[config.mk]
export PLATFORM = sky130hd
export DESIGN_NAME = mono_mix_linear_resampler_top
export DESIGN_NICKNAME = d
export VERILOG_FILES = /design/src/hdl/mmlr_pkg.sv /design/src/hdl/mmlr_serial_mul.sv /design/src/hdl/mmlr_core.sv /design/src/hdl/mono_mix_linear_resampler_top.sv
export SDC_FILE = /design/constraint.sdc
export NUM_CORES = 1
export LEC_CHECK = 0
export BUFFER_PORTS_ARGS = -buffer_cell sky130_fd_sc_hd__buf_2
export CELL_PAD_IN_SITES_DETAIL_PLACEMENT = 1
export CELL_PAD_IN_SITES_GLOBAL_PLACEMENT = 1
export CORE_UTILIZATION = 52
export CTS_BUF_LIST = sky130_fd_sc_hd__clkbuf_8 sky130_fd_sc_hd__clkbuf_16
export DETAILED_ROUTE_END_ITERATION = 8
export PLACE_DENSITY_LB_ADDON = 0.1
export RECOVER_POWER = 50
export SETUP_SLACK_MARGIN = 0.4
export SLEW_MARGIN = 20
export SYNTH_ARGS = -nofsm -noshare
export SYNTH_HDL_FRONTEND = slang
export SYNTH_SLANG_ARGS = --single-unit
[constraint.sdc]
create_clock -name clk -period 6.77 [get_ports clk]
set_clock_uncertainty 0.2 [all_clocks]
set_input_delay 0.3385 -clock clk [delete_from_list [all_inputs] [get_ports clk]]
set_output_delay 0.3385 -clock clk [all_outputs]
set_load 0.03 [all_outputs]
[src/hdl/mmlr_pkg.sv]
// Shared types and constants for the mono mix-down linear resampler.
// Used by every module under hdl/; depends on nothing.
package mmlr_pkg;

  localparam int SAMPLE_BITS = 16;
  localparam int FRAC_BITS   = 16;

  localparam int GAIN_W     = FRAC_BITS + 1;
  localparam int STEP_W     = FRAC_BITS + 5;
  localparam int PHASE_W    = FRAC_BITS + 5;
  localparam int ACC_W      = SAMPLE_BITS + FRAC_BITS + 4;
  localparam int CFG_DATA_W = STEP_W;

  // shared serial multiplier: signed A by unsigned B
  localparam int MUL_AW    = SAMPLE_BITS + 1;
  localparam int MUL_BW    = FRAC_BITS + 1;
  localparam int PROD_W    = MUL_AW + 1 + MUL_BW;
  localparam int MUL_CNT_W = $clog2(MUL_BW);

  localparam logic [PHASE_W-1:0] ONE_Q    = PHASE_W'(64'd1 << FRAC_BITS);
  localparam logic [PHASE_W-1:0] TWO_Q    = PHASE_W'(64'd2 << FRAC_BITS);
  localparam logic [STEP_W-1:0]  STEP_MIN = STEP_W'(64'd1 << (FRAC_BITS - 4));
  localparam logic [STEP_W-1:0]  STEP_MAX = STEP_W'(64'd1 << (FRAC_BITS + 4));
  localparam logic [GAIN_W-1:0]  GAIN_ONE = GAIN_W'(64'd1 << FRAC_BITS);
  localparam logic [STEP_W-1:0]  STEP_ONE = STEP_W'(64'd1 << FRAC_BITS);
  localparam logic [63:0]        HALF_Q   = 64'd1 << (FRAC_BITS - 1);

  typedef enum logic [0:0] {
    CFG_MIX_GAIN      = 1'b0,
    CFG_RESAMPLE_STEP = 1'b1
  } cfg_idx_t;

  typedef enum logic [2:0] {
    ST_IDLE,
    ST_MIX,
    ST_ROUND,
    ST_MAIN_CHECK,
    ST_INTERP,
    ST_EMIT,
    ST_TAIL_CHECK,
    ST_TAIL_EMIT
  } state_t;

  typedef struct packed {
    logic [GAIN_W-1:0] mix_gain;
    logic [STEP_W-1:0] resample_step;
  } cfg_regs_t;

  typedef struct packed {
    logic signed [SAMPLE_BITS-1:0] in_sample;
    logic                          last_in_frame;
    logic                          last_in_file;
  } in_item_t;

  typedef struct packed {
    logic signed [SAMPLE_BITS-1:0] out_sample;
    logic                          end_of_run;
    logic                          end_of_stream;
  } out_item_t;

endpackage

[src/hdl/mmlr_serial_mul.sv]
// Radix-2 shift-add multiplier, one multiplier bit per cycle.
// Signed MUL_AW-bit operand times unsigned MUL_BW-bit operand; uses mmlr_pkg.
module mmlr_serial_mul (
  input  logic                        clk,
  input  logic                        rst_n,
  input  logic                        start,
  input  logic [mmlr_pkg::MUL_AW-1:0] a,
  input  logic [mmlr_pkg::MUL_BW-1:0] b,
  output logic                        busy,
  output logic [mmlr_pkg::PROD_W-1:0] product
);
  import mmlr_pkg::*;

  logic                 busy_r;
  logic [MUL_AW-1:0]    a_r;
  logic [MUL_AW:0]      hi_r;
  logic [MUL_BW-1:0]    lo_r;
  logic [MUL_CNT_W-1:0] cnt_r;
  logic [MUL_AW:0]      sum;
  logic                 last_step;

  assign sum       = hi_r + (lo_r[0] ? {a_r[MUL_AW-1], a_r} : '0);
  assign last_step = (cnt_r == MUL_CNT_W'(MUL_BW - 1));

  always_ff @(posedge clk) begin
    if (!rst_n) begin
      busy_r <= 1'b0;
    end else if (start) begin
      busy_r <= 1'b1;
    end else if (busy_r && last_step) begin
      busy_r <= 1'b0;
    end
  end

  always_ff @(posedge clk) begin
    if (start) begin
      a_r   <= a;
      hi_r  <= '0;
      lo_r  <= b;
      cnt_r <= '0;
    end else if (busy_r) begin
      hi_r  <= {sum[MUL_AW], sum[MUL_AW:1]};
      lo_r  <= {sum[0], lo_r[MUL_BW-1:1]};
      cnt_r <= cnt_r + 1'b1;
    end
  end

  assign busy    = busy_r;
  assign product = {hi_r, lo_r};

endmodule

[src/hdl/mmlr_core.sv]
// Sequencer and datapath: channel mix accumulate, mono rounding, phase stepping
// and interpolation. Uses mmlr_pkg and mmlr_serial_mul.
module mmlr_core (
  input  logic                clk,
  input  logic                rst_n,
  input  mmlr_pkg::cfg_regs_t cfg,
  input  logic                in_valid,
  output logic                in_ready,
  input  mmlr_pkg::in_item_t  in_item,
  output logic                res_valid,
  input  logic                res_ready,
  output mmlr_pkg::out_item_t res
);
  import mmlr_pkg::*;

  localparam int S = SAMPLE_BITS;
  localparam int F = FRAC_BITS;

  state_t             state_r, state_nxt;
  logic [ACC_W-1:0]   mix_sum_r, mix_sum_nxt;
  logic [S-1:0]       prev_r, prev_nxt;
  logic [S-1:0]       mono_r, mono_nxt;
  logic               have_prev_r, have_prev_nxt;
  logic [PHASE_W-1:0] phase_r, phase_nxt;
  logic               eof_r, eof_nxt;
  logic               eofr_r, eofr_nxt;

  logic              mul_start, mul_busy;
  logic [MUL_AW-1:0] mul_a;
  logic [MUL_BW-1:0] mul_b;
  logic [PROD_W-1:0] mul_p;

  logic [STEP_W-1:0]  step_c;
  logic [MUL_AW-1:0]  diff;
  logic [ACC_W:0]     acc_sum;
  logic [ACC_W-1:0]   acc_sat;
  logic [ACC_W:0]     rnd;
  logic [ACC_W-F:0]   mono_sh;
  logic [ACC_W-F-S+1:0] mono_top;
  logic [S-1:0]       mono_sat;
  logic [PROD_W-1:0]  q;
  logic [PROD_W-F-1:0] interp;
  logic [PHASE_W-1:0] ph_add;
  logic               main_last;
  logic               accept;

  mmlr_serial_mul u_mul (
    .clk     (clk),
    .rst_n   (rst_n),
    .start   (mul_start),
    .a       (mul_a),
    .b       (mul_b),
    .busy    (mul_busy),
    .product (mul_p)
  );

  always_ff @(posedge clk) begin
    if (!rst_n) begin
      state_r     <= ST_IDLE;
      mix_sum_r   <= '0;
      prev_r      <= '0;
      have_prev_r <= 1'b0;
      phase_r     <= '0;
      eof_r       <= 1'b0;
      eofr_r      <= 1'b0;
    end else begin
      state_r     <= state_nxt;
      mix_sum_r   <= mix_sum_nxt;
      prev_r      <= prev_nxt;
      have_prev_r <= have_prev_nxt;
      phase_r     <= phase_nxt;
      eof_r       <= eof_nxt;
      eofr_r      <= eofr_nxt;
    end
  end

  always_ff @(posedge clk) begin
    mono_r <= mono_nxt;
  end

  always_comb begin
    // datapath
    if (cfg.resample_step < STEP_MIN) begin
      step_c = STEP_MIN;
    end else if (cfg.resample_step > STEP_MAX) begin
      step_c = STEP_MAX;
    end else begin
      step_c = cfg.resample_step;
    end

    diff    = {mono_r[S-1], mono_r} - {prev_r[S-1], prev_r};
    acc_sum = {mix_sum_r[ACC_W-1], mix_sum_r}
              + {{(ACC_W + 1 - PROD_W){mul_p[PROD_W-1]}}, mul_p};
    if (acc_sum[ACC_W] != acc_sum[ACC_W-1]) begin
      acc_sat = acc_sum[ACC_W] ? {1'b1, {(ACC_W-1){1'b0}}} : {1'b0, {(ACC_W-1){1'b1}}};
    end else begin
      acc_sat = acc_sum[ACC_W-1:0];
    end

    rnd      = {mix_sum_r[ACC_W-1], mix_sum_r} + (ACC_W+1)'(HALF_Q);
    mono_sh  = rnd[ACC_W:F];
    mono_top = mono_sh[ACC_W-F:S-1];
    if ((&mono_top) || !(|mono_top)) begin
      mono_sat = mono_sh[S-1:0];
    end else begin
      mono_sat = mono_sh[ACC_W-F] ? {1'b1, {(S-1){1'b0}}} : {1'b0, {(S-1){1'b1}}};
    end

    q         = mul_p + PROD_W'(HALF_Q);
    interp    = {{(PROD_W-F-S){prev_r[S-1]}}, prev_r} + q[PROD_W-1:F];
    ph_add    = phase_r + PHASE_W'(step_c);
    main_last = eof_r ? (ph_add >= TWO_Q) : (ph_add >= ONE_Q);

    // control
    state_nxt     = state_r;
    mix_sum_nxt   = mix_sum_r;
    prev_nxt      = prev_r;
    mono_nxt      = mono_r;
    have_prev_nxt = have_prev_r;
    phase_nxt     = phase_r;
    eof_nxt       = eof_r;
    eofr_nxt      = eofr_r;
    in_ready      = 1'b0;
    res_valid     = 1'b0;
    res           = '0;
    mul_start     = 1'b0;
    mul_a         = diff;
    mul_b         = {1'b0, phase_r[F-1:0]};
    accept        = 1'b0;

    case (state_r)
      ST_IDLE: begin
        in_ready = 1'b1;
        accept   = in_valid;
        mul_a    = {in_item.in_sample[S-1], in_item.in_sample};
        mul_b    = cfg.mix_gain;
        if (accept) begin
          mul_start = 1'b1;
          eof_nxt   = in_item.last_in_file;
          eofr_nxt  = in_item.last_in_frame | in_item.last_in_file;
          state_nxt = ST_MIX;
        end
      end
      ST_MIX: begin
        if (!mul_busy) begin
          mix_sum_nxt = acc_sat;
          state_nxt   = eofr_r ? ST_ROUND : ST_IDLE;
        end
      end
      ST_ROUND: begin
        mix_sum_nxt = '0;
        if (!have_prev_r) begin
          prev_nxt      = mono_sat;
          have_prev_nxt = 1'b1;
          phase_nxt     = '0;
          state_nxt     = eof_r ? ST_TAIL_CHECK : ST_IDLE;
        end else begin
          mono_nxt  = mono_sat;
          state_nxt = ST_MAIN_CHECK;
        end
      end
      ST_MAIN_CHECK: begin
        if (phase_r < ONE_Q) begin
          mul_start = 1'b1;
          state_nxt = ST_INTERP;
        end else begin
          phase_nxt = phase_r - ONE_Q;
          prev_nxt  = mono_r;
          state_nxt = eof_r ? ST_TAIL_CHECK : ST_IDLE;
        end
      end
      ST_INTERP: begin
        if (!mul_busy) begin
          state_nxt = ST_EMIT;
        end
      end
      ST_EMIT: begin
        res_valid         = 1'b1;
        res.out_sample    = interp[S-1:0];
        res.end_of_run    = main_last;
        res.end_of_stream = eof_r & main_last;
        if (res_ready) begin
          phase_nxt = ph_add;
          state_nxt = ST_MAIN_CHECK;
        end
      end
      ST_TAIL_CHECK: begin
        if (phase_r < ONE_Q) begin
          state_nxt = ST_TAIL_EMIT;
        end else begin
          prev_nxt      = '0;
          have_prev_nxt = 1'b0;
          phase_nxt     = '0;
          state_nxt     = ST_IDLE;
        end
      end
      ST_TAIL_EMIT: begin
        res_valid         = 1'b1;
        res.out_sample    = prev_r;
        res.end_of_run    = (ph_add >= ONE_Q);
        res.end_of_stream = (ph_add >= ONE_Q);
        if (res_ready) begin
          phase_nxt = ph_add;
          state_nxt = ST_TAIL_CHECK;
        end
      end
      default: begin
        state_nxt = ST_IDLE;
      end
    endcase
  end

endmodule

[src/hdl/mono_mix_linear_resampler_top.sv]
// Top level of the mono mix-down linear resampler: configuration registers,
// output register and the core. Uses mmlr_pkg and mmlr_core.
//
// Input channel (in_valid/in_ready/in_item): one channel sample per item,
// interleaved; last_in_frame closes a frame, last_in_file closes the stream.
// Output channel (out_valid/out_ready/out_item): resampled mono samples;
// end_of_run marks the last result of an input frame, end_of_stream the last
// result of the stream.
// Config channel (cfg_valid/cfg_ready/cfg_index/cfg_data): always ready;
// write only while the block is idle.
// Processing: one item is worked on at a time. Each item runs the shared
// bit-serial multiplier once for the mix. A frame end adds a rounding
// step; on a stream's first frame that step only stores the mono sample, and
// otherwise each output takes a phase check and one multiplier pass to
// interpolate. At stream end the last mono sample is repeated as a tail.
// Each result is registered in the output register before out_item.
// Reset (synchronous, rst_n low) sets gain and step to 1.0 and clears all
// stream state. A result waits in the output register; when the receiver
// stalls, the core holds its next result and stops there.
module mono_mix_linear_resampler_top (
  input  logic                            clk,
  input  logic                            rst_n,
  input  logic                            in_valid,
  output logic                            in_ready,
  input  mmlr_pkg::in_item_t              in_item,
  output logic                            out_valid,
  input  logic                            out_ready,
  output mmlr_pkg::out_item_t             out_item,
  input  logic                            cfg_valid,
  output logic                            cfg_ready,
  input  mmlr_pkg::cfg_idx_t              cfg_index,
  input  logic [mmlr_pkg::CFG_DATA_W-1:0] cfg_data
);
  import mmlr_pkg::*;

  cfg_regs_t cfg_r;
  logic      out_valid_r;
  out_item_t out_item_r;
  logic      res_valid, res_ready;
  out_item_t res;

  assign cfg_ready = 1'b1;

  always_ff @(posedge clk) begin
    if (!rst_n) begin
      cfg_r.mix_gain      <= GAIN_ONE;
      cfg_r.resample_step <= STEP_ONE;
    end else if (cfg_valid) begin
      case (cfg_index)
        CFG_MIX_GAIN:      cfg_r.mix_gain      <= cfg_data[GAIN_W-1:0];
        CFG_RESAMPLE_STEP: cfg_r.resample_step <= cfg_data[STEP_W-1:0];
        default: begin
        end
      endcase
    end
  end

  mmlr_core u_core (
    .clk       (clk),
    .rst_n     (rst_n),
    .cfg       (cfg_r),
    .in_valid  (in_valid),
    .in_ready  (in_ready),
    .in_item   (in_item),
    .res_valid (res_valid),
    .res_ready (res_ready),
    .res       (res)
  );

  assign res_ready = !out_valid_r || out_ready;

  always_ff @(posedge clk) begin
    if (!rst_n) begin
      out_valid_r <= 1'b0;
    end else if (res_ready) begin
      out_valid_r <= res_valid;
    end
  end

  always_ff @(posedge clk) begin
    if (res_ready && res_valid) begin
      out_item_r <= res;
    end
  end

  assign out_valid = out_valid_r;
  assign out_item  = out_item_r;

endmodule
# After elaboration in Yosys (flattened, before gate mapping)
# Index checks and enable logic that the tools add are counted.
# word_totals
ff_bits	209
inputBits	45
elab_cells	123
# op_classes
add_sub_neg	9
order_cmp	5
eq_ne	18
mux	44
bitwise	3
reduce_logical	25
# op_table
operator	count
$mux W21	6
$mux W36	3
$pmux W21 S4	1
$mux W16	5
$pmux W36 S2	1
$mux W17	4
$pmux W16 S3	1
$add A36 B17 Y37 const B	1
$add A36 B34 Y37	1
$pmux W18 S2	1
$add A32 B17 Y32 const B	1
$mux W3	9
$pmux W3 S8	1
$add A21 B21 Y21	1
$ge A21 B17 Y1 const B	1
$ge A21 B18 Y1 const B	1
$gt A21 B21 Y1 const B	1
$lt A21 B13 Y1 const B	1
$lt A21 B17 Y1 const B	1
$sub A21 B17 Y21 const B	1
$add A18 B18 Y18	1
$mux W18	1
$sub A16 B16 Y17	1
$add A16 B16 Y16	1
27 further kinds	58

# Depth between registers and ports, before layout
# Gate-level depths: netlist (run 1).
# logic_depth
ltp_word	8
mapped_depth	18

# By module
# A second synthesis (run 1) with hierarchy kept.
# unflattened
hier_cells	1762
area_unflattened_um2	14946.8
# by_module_without_submodules
module	instances	cells_per_inst	area_each_um2	seq_area_each_um2
mmlr_core	1	1321	9917.0	2062.0
mmlr_serial_mul	1	263	2954.1	1481.4
mono_mix_linear_resampler_top	1	178	2075.7	1321.3

# Worst setup path after synthesis (run 1)
# Ideal clock, no wire load.
# synth_timing
kind	flip-flop to flip-flop
startpoint	register cfg_r[12] (netlist bit)
endpoint	register out_item_r, in the netlist out_item[0] (data pin)
setup_time_ps	272
t_arrival_ps	3714
slack_ps	2584
path_stages_with_launch	18
n_path_buf	1
path_cell_list	dfxtp_1 > nor4_1 > nand2_1 > o21ai_0 > o21a_1 > clkbuf_1 > nand2_1 > fa_1 > nor2b_1 > o31a_1 > o211ai_1 > a21boi_0 > a21oi_1 > a311o_1 > xnor2_1 > or3_1 > a211oi_1 > a211oi_1
# synth_rtl
element	line_no	source
from (decl)	mono_mix_linear_resampler_top.sv:36	cfg_regs_t cfg_r;
to (signal assigned)	mono_mix_linear_resampler_top.sv:82	out_item_r <= res;
to (decl)	mono_mix_linear_resampler_top.sv:38	out_item_t out_item_r;

==> flow_summary_export.csv, run 1 <==
group,metric,value,unit
synthesis,synthSimpleGateAreaFrac,20.4,%
global_route,track_usage,32.2,%
synthesis,ys_ff_latch,209,
run_status,violations,"max-capacitance violations, max-slew violations",
global_route,busiest_layer,"met2",
worst_setup_path,end_kind,"register",
synthesis,syn_nets,1890,
floorplanning,initial_core_util,53.3,%
global_route,grt_pass1_vias,13900,
synthesis,synth-adder-area-share,10.2,%
detailed_routing,antenna_left,0,
floorplanning,row_count,60,
sta,worst_pin_slew,2.80,ns
synthesis,syn_area,0.0144,mm2
detailed_routing,finalWirelength,45200,um
cells_and_area,drive_gt1_share,8.08,%
detailed_routing,drc,0,
worst_setup_path,worstPathRequired,6.82,ns
detailed_routing,vias_per_cell,6.04,
worst_setup_path,crit_type,"register to register",
synthesis,ys_seq_area_share,33.8,%
floorplanning,die-area,0.0284,mm2
pwr,p_sw_share,44.8,%
worst_setup_path,critPathArrivalTime,5.37,ns
place,io_buffers,64,
worst_setup_path,critPathLaunch,"cfg_r[12]",
worst_setup_path,cpMaxStageDelayCell,"a21boi_0",
pwr,ir_worst_vdd,0.281,mV
worst_setup_path,path_cells,"nor4_1 > nand2_1 > o21ai_0 > o21a_1 > and2_1 > ha_1 > inv_1 > fa_1 > nor2b_1 > o31a_1 > o211ai_1 > a21boi_0 > a21oi_1 > a311o_1 > xnor2_1 > or3_1 > a211oi_1 > a211oi_1",
detailed_routing,via_count,13000,
cells_and_area,mostFrequentLayoutCells,"nand2_1, a21oi_1, nor2_1",
synthesis,synth_xor_area_share,7.11,%
detailed_routing,drt_iter0_drc,633,
clock_network,clk_path_buf_depth,3,
floorplanning,coreArea,0.0270,mm2
run,drv_cap,6,
sta,fin_crit,5.32,ns
worst_hold_path,hp-start,"out_ready",
sta,timing_max_transition_violations_final,254,
clock_network,cts-root-buf,"clkbuf_16",
synthesis,synth_edf_count,68,
worst_setup_path,start_kind,"register",
cells_and_area,final_common_cell,"nand2_1",
clock_network,cts_made_buffers,26,
run_status,status,"finished with violations",
pwr,power.density,416,mW/mm2
worst_setup_path,crit_fanout,12,
global_route,grt-ovfl-total,0,
place,dp_cells,2069,
synthesis,yosys_warnings,0,
synthesis,synthDistinctLibCells,94,
synthesis,synth_top_family_by_area,"compound AO/OA/AOI/OAI gates",
synthesis,async_flop_share,0,%
worst_setup_path,crit_path_frequent_cell,"a211oi_1",
worst_setup_path,rrSetupSlack,1.45,ns
detailed_routing,wire_per_inst,20.9,um
global_route,grt_pass1_wl,72500,um
pwr,combPwrFrac,49.4,%
floorplanning,io_pins,66,
synthesis,avgSynthCellArea,8.32,um2
detailed_routing,firstDrtPassIters,5,
worst_hold_path,hold_class,"input port to register",
sta,fin_tns_setup,0,ns
global_route,globalRouteMet1Util,36.6,%
synthesis,synth_ff_type,"dfxtp_1",
clock_network,htree_levels,1,
cells_and_area,syn2layout_area_growth,11.3,%
cells_and_area,n_antenna_cell,0,
global_route,antenna_found_initial,0,
sta,setup_violations,0,
clock_network,postCtsSetupRepairBufs,0,
global_route,use_met2,59.8,%
pwr,p_leak,0.00670,uW
place,post-dp-hpwl,31600,um
synthesis,synth_compound_area_share,21.7,%
clock_network,clock_latency,0.54,ns
pwr,seqPwrFrac,30.6,%
synthesis,synthMuxAreaShare,2.23,%
sta,finalHoldViolCount,0,
synthesis,syn_inst,1731,
place,gp_congestion,0.914,
worst_setup_path,crit_path_max_incr_delay,0.48,ns
pwr,power.switching,2980,uW
cells_and_area,final_nets,1958,
pwr,p_int,3680,uW
sta,max-slew-margin-rel,-87.0,%
sta,rsz0062_at_grt,"false",
clock_network,cts.sinks,209,
clock_network,clk_pin_slew,0.06,ns
pwr,clkPwrFrac,20.0,%
floorplanning,die_h,168,um
global_route,grt_max_degree,56,
cells_and_area,finalNonFillerCells,2160,
sta,max_freq,188,MHz
floorplanning,die_w,168,um
clock_network,cts_tree,"yes",
sta,fin_crit_sh,78.5,%
worst_setup_path,r2r-start,"cfg_r[12]",
global_route,met3_usage,2.96,%
synth_stat cells, drive strengths merged, types with 4 or more instances:
cell type,count,area (um2)
xor2,49,429
nand2b,14,87.6
a22oi,19,143
or3,8,50.1
a221oi,5,43.8
o31a,5,43.8
a22o,15,131
a21oi,157,790
buf,22,186
a21o,35,265
nand3,40,205
nor2,151,569
a211oi,15,118
nor3,26,141
or2,5,31.3
and3,13,88.8
ha,109,1360
a311oi,4,52.6
o21bai,10,75.1
dfxtp,141,2820
o21a,17,128
mux2i,31,310
o211ai,13,111
inv,68,255
a31oi,12,75.1
nor2b,25,156
clkbuf,52,195
nor3b,4,30.0
nand3b,5,37.5
xnor2,67,594
fa,5,100
nand4,14,87.6
and2,41,258
nor4,6,37.5
o21ai,127,748
edfxtp,68,2040
o31ai,11,82.6
nand2,271,1030
logic make-up (layout without fill, tap and decap cells):
family / count (synthesis) / in the layout
compound gates: 477 / 477
xor+xnor: 116 / 116
fa+ha+maj: 114 / 114
buf+inv: 145 / 233
flops: 209 / 209
mux: 32 / 32
other cells: 1 / 1
simple gates: 637 / 637
routing by layer:
| metal | wire length, um | part of all wire (%) |
|---|---|---|
| met5 | 0 | 0 |
| met4 | 2440 | 5.4 |
| met3 | 1260 | 2.8 |
| met2 | 23200 | 51 |
| met1 | 18300 | 40 |
metrics by stage:
| step | util (%) | hold WS, ns | total power [uW] | setup WS [ns] | area (um2) |
|---|---|---|---|---|---|
| after floorplan | - | 0.234 | 4450 | 2.58 | 14400 |
| after global placement | 54.8 | 0.240 | 5110 | 1.90 | 14800 |
| after detailed placement | 54.8 | 0.249 | 5230 | 1.64 | 14800 |
| after CTS | 59.4 | 0.0196 | 6650 | 1.61 | 16100 |
| after global routing | 59.3 | 0.0521 | 7100 | 0.927 | 16000 |
| final | 59.3 | 0.0318 | 6660 | 1.45 | 16000 |
worst max-delay path: cells and delay by family (launching register included):
| family | cells | cell delay (ns) |
|---|---|---|
| simple gates | 5 | 1.26 |
| compound gates | 9 | 2.42 |
| xor+xnor | 1 | 0.16 |
| buf+inv | 1 | 0.07 |
| fa+ha+maj | 2 | 0.59 |
| flops | 1 | 0.33 |
worst paths after layout:
| check | end | cells past startpoint |
|---|---|---|
| worst max-delay path | out_item[0] | 18 |
| worst min-delay path | out_valid | 3 |
| worst max register to register | out_item[0] | 18 |
| worst min register to register | cfg_r[28] | 2 |
flip-flops by register name, summed over array words and instances (netlist names):
name and flops:
u_core.u_mul.cnt_r 5, u_core.u_mul.busy 1, u_core.mix_sum_r 36, out_valid 1, cfg_r 38, u_core.phase_r 21, u_core.mono_r 16, u_core.u_mul.hi_r 17
u_core.u_mul.lo_r 17, u_core.u_mul.a_r 17, u_core.prev_r 16, out_item 18, u_core.have_prev_r 1, u_core.state_r 3, u_core.eof_r 1, u_core.eofr_r 1
power groups by stage:
| stage | sequential, uW | clock, uW | combinational, uW |
|---|---|---|---|
| after floorplan | 1910 | 0 | 2530 |
| after global placement | 2040 | 0 | 3070 |
| after detailed placement | 2050 | 0 | 3180 |
| after CTS | 2030 | 1350 | 3270 |
| after global routing | 2080 | 1390 | 3640 |
| final | 2040 | 1330 | 3290 |
final cells by class:
cell class                      count  area [um2]
Fill cell                        3229       11000
Multi-Input combinational cell   1377        8880
Sequential cell                   209        4860
Timing Repair Buffer              116         776
Clock buffer                       31         731
Tap cell                          341         427
Inverter                           69         259
Clock inverter                     17        76.3
repair_timing:
item,in CTS,in global routing
endpoints found under the setup margin,0,0
endpoints found under the hold margin,57,0
resized for setup,0,0
hold buffers,43,0
Note: power is estimated with default switching activity, not from simulation.
==> run 2: changes to the inputs <==
CORE_UTILIZATION = 48   (was 52)
clock period = 4.97 ns   (was 6.77 ns; I/O delays follow)
==> run 2 against run 1 <==
The run still ends with max-capacitance violations, max-slew violations left. Final area increased by 2.0%. Worst setup slack got worse by 1.0 ns. Flip-flop and latch count unchanged. Worst hold slack improved by 0.011 ns. Via count decreased by 1.8%. Non-clock buffer count increased by 9. Register-to-register slack got worse by 0.85 ns. Global-route usage decreased by 3.7 points. Sequential power increased by 35%. Critical path depth decreased by 13. Sequential share of layout area decreased by 0.59 points. Combinational power increased by 37%. Largest cell class unchanged. Highest routed layer unchanged.
==> flow_summary_export.csv, run 2 (same netlist as run 1, synthesis figures left out) <==
group,metric,value,unit
sta,rsz0062_at_grt,"false",
worst_hold_path,hold_class,"input port to register",
global_route,track_usage,28.5,%
floorplanning,die_w,175,um
cells_and_area,final_nets,1967,
clock_network,cts.sinks,209,
sta,max_freq,221,MHz
sta,setup_violations,0,
floorplanning,die_h,175,um
sta,finalHoldViolCount,0,
cells_and_area,top_regs,"cfg_r (38), u_core.mix_sum_r (36), u_core.phase_r (21)",
pwr,p_leak,0.00680,uW
detailed_routing,finalWirelength,44200,um
place,place_area,0.0149,mm2
floorplanning,io_pins,66,
clock_network,clock_latency,0.54,ns
sta,fin_tns_setup,0,ns
cells_and_area,drive_gt1_share,9.52,%
cells_and_area,fill_cells,3526,
worst_setup_path,critPathArrivalTime,4.81,ns
pwr,power,9330,uW
cells_and_area,final_area,0.0163,mm2
worst_setup_path,rrSetupSlack,0.60,ns
clock_network,cts-root-buf,"clkbuf_16",
global_route,grt_max_degree,54,
clock_network,htree_levels,1,
floorplanning,die-area,0.0307,mm2
detailed_routing,antenna_left,0,
worst_setup_path,worstPathRequired,5.26,ns
sta,timing_max_transition_violations_final,105,
cells_and_area,top_register,"cfg_r",
floorplanning,row_count,63,
place,gp_congestion,0.870,
detailed_routing,drc,0,
clock_network,cts_made_buffers,26,
cells_and_area,mostFrequentLayoutCells,"nand2_1, a21oi_1, nor2_1",
place,io_buffers,64,
global_route,grt-ovfl-total,0,
detailed_routing,drt_iter0_drc,641,
cells_and_area,n_antenna_cell,0,
worst_setup_path,end_kind,"register",
clock_network,cts_tree,"yes",
detailed_routing,via_count,12800,
detailed_routing,wire_per_inst,19.9,um
place,post-dp-hpwl,32000,um
worst_setup_path,crit_type,"input port to register",
global_route,antenna_found_initial,0,
run_status,violations,"max-capacitance violations, max-slew violations",
clock_network,clk_path_buf_depth,3,
sta,fin_crit,4.53,ns
worst_setup_path,crit_fanout,41,
pwr,ir_worst_vdd,0.291,mV
global_route,grt_pass1_wl,69700,um
floorplanning,initial_core_util,48.7,%
global_route,grt_pass1_vias,13100,
detailed_routing,firstDrtPassIters,5,
cells_and_area,largest_reg_flops,38,
cells_and_area,final_util,55.3,%
sta,max-slew-margin-rel,-39.6,%
cells_and_area,syn2layout_area_growth,13.5,%
cells_and_area,final_common_cell,"nand2_1",
clock_network,clk_pin_slew,0.06,ns
place,dp_cells,2125,
floorplanning,coreArea,0.0296,mm2
sta,worst_pin_slew,2.09,ns
cells_and_area,finalNonFillerCells,2218,
sta,fin_crit_sh,91.1,%
run,drv_cap,3,
worst_setup_path,start_kind,"input port",
pwr,power.density,571,mW/mm2
run_status,status,"finished with violations",
detailed_routing,vias_per_cell,5.77,
run 2: final timing paths:
| path | startpoint | to | cells past startpoint |
|---|---|---|---|
| max reg2reg | u_core.u_mul.lo_r[15] | out_item[17] | 13 |
| max | rst_n | u_core.eofr_r | 5 |
| min | cfg_index | cfg_r[24] | 4 |
| min reg2reg | cfg_r[28] | cfg_r[28] | 2 |
run 2: power by group:
part / leakage [uW] / switching [uW] / internal, uW
Clock: 0.000469 / 796 / 1270
Combinational: 0.00453 / 2850 / 1670
Sequential: 0.00180 / 435 / 2310
Total: 0.00680 / 4080 / 5250
run 2: cell type report:
cell class	count	area [um2]	area share (%)
flip-flops and latches	209	4860	29.8
clock inverters	17	190	1.16
inverters	69	259	1.59
repair buffers	125	853	5.22
well taps	390	488	2.99
clock buffers	31	742	4.54
multi-input cells	1377	8940	54.7
run 2: timing repair:
action / 4_1_cts / 5_1_grt
resized for setup: 2 / 13
pin swaps: 0 / 7
endpoints found under the setup margin: 1 / 3
hold buffers: 44 / 0
setup buffers: 0 / 1
endpoints found under the hold margin: 58 / 0
run 2: worst max-delay path, stage by stage:
cell and delay [ns]:
clkbuf_1 1.47, inv_1 1.38, clkbuf_1 0.77, nor3_1 0.35, dlygate4sd3_1 0.57
run 2: per-layer routing:
layer	global-route usage [%]	routed length [um]	vias to the layer above
met5	0	0	-
met4	11.6	1770	0
met3	3.09	1430	83
met2	51.5	22000	235
met1	34.4	19000	6180
li1	-	-	6307
run 2: metrics by stage:
stage	hold slack [ns]	worst slack, ns
2_1_floorplan	0.172	0.784
3_3_place_gp	0.240	0.391
3_5_place_dp	0.251	0.307
4_1_cts	0.00910	0.447
5_1_grt	0.0980	0.247
6_report	0.0431	0.444
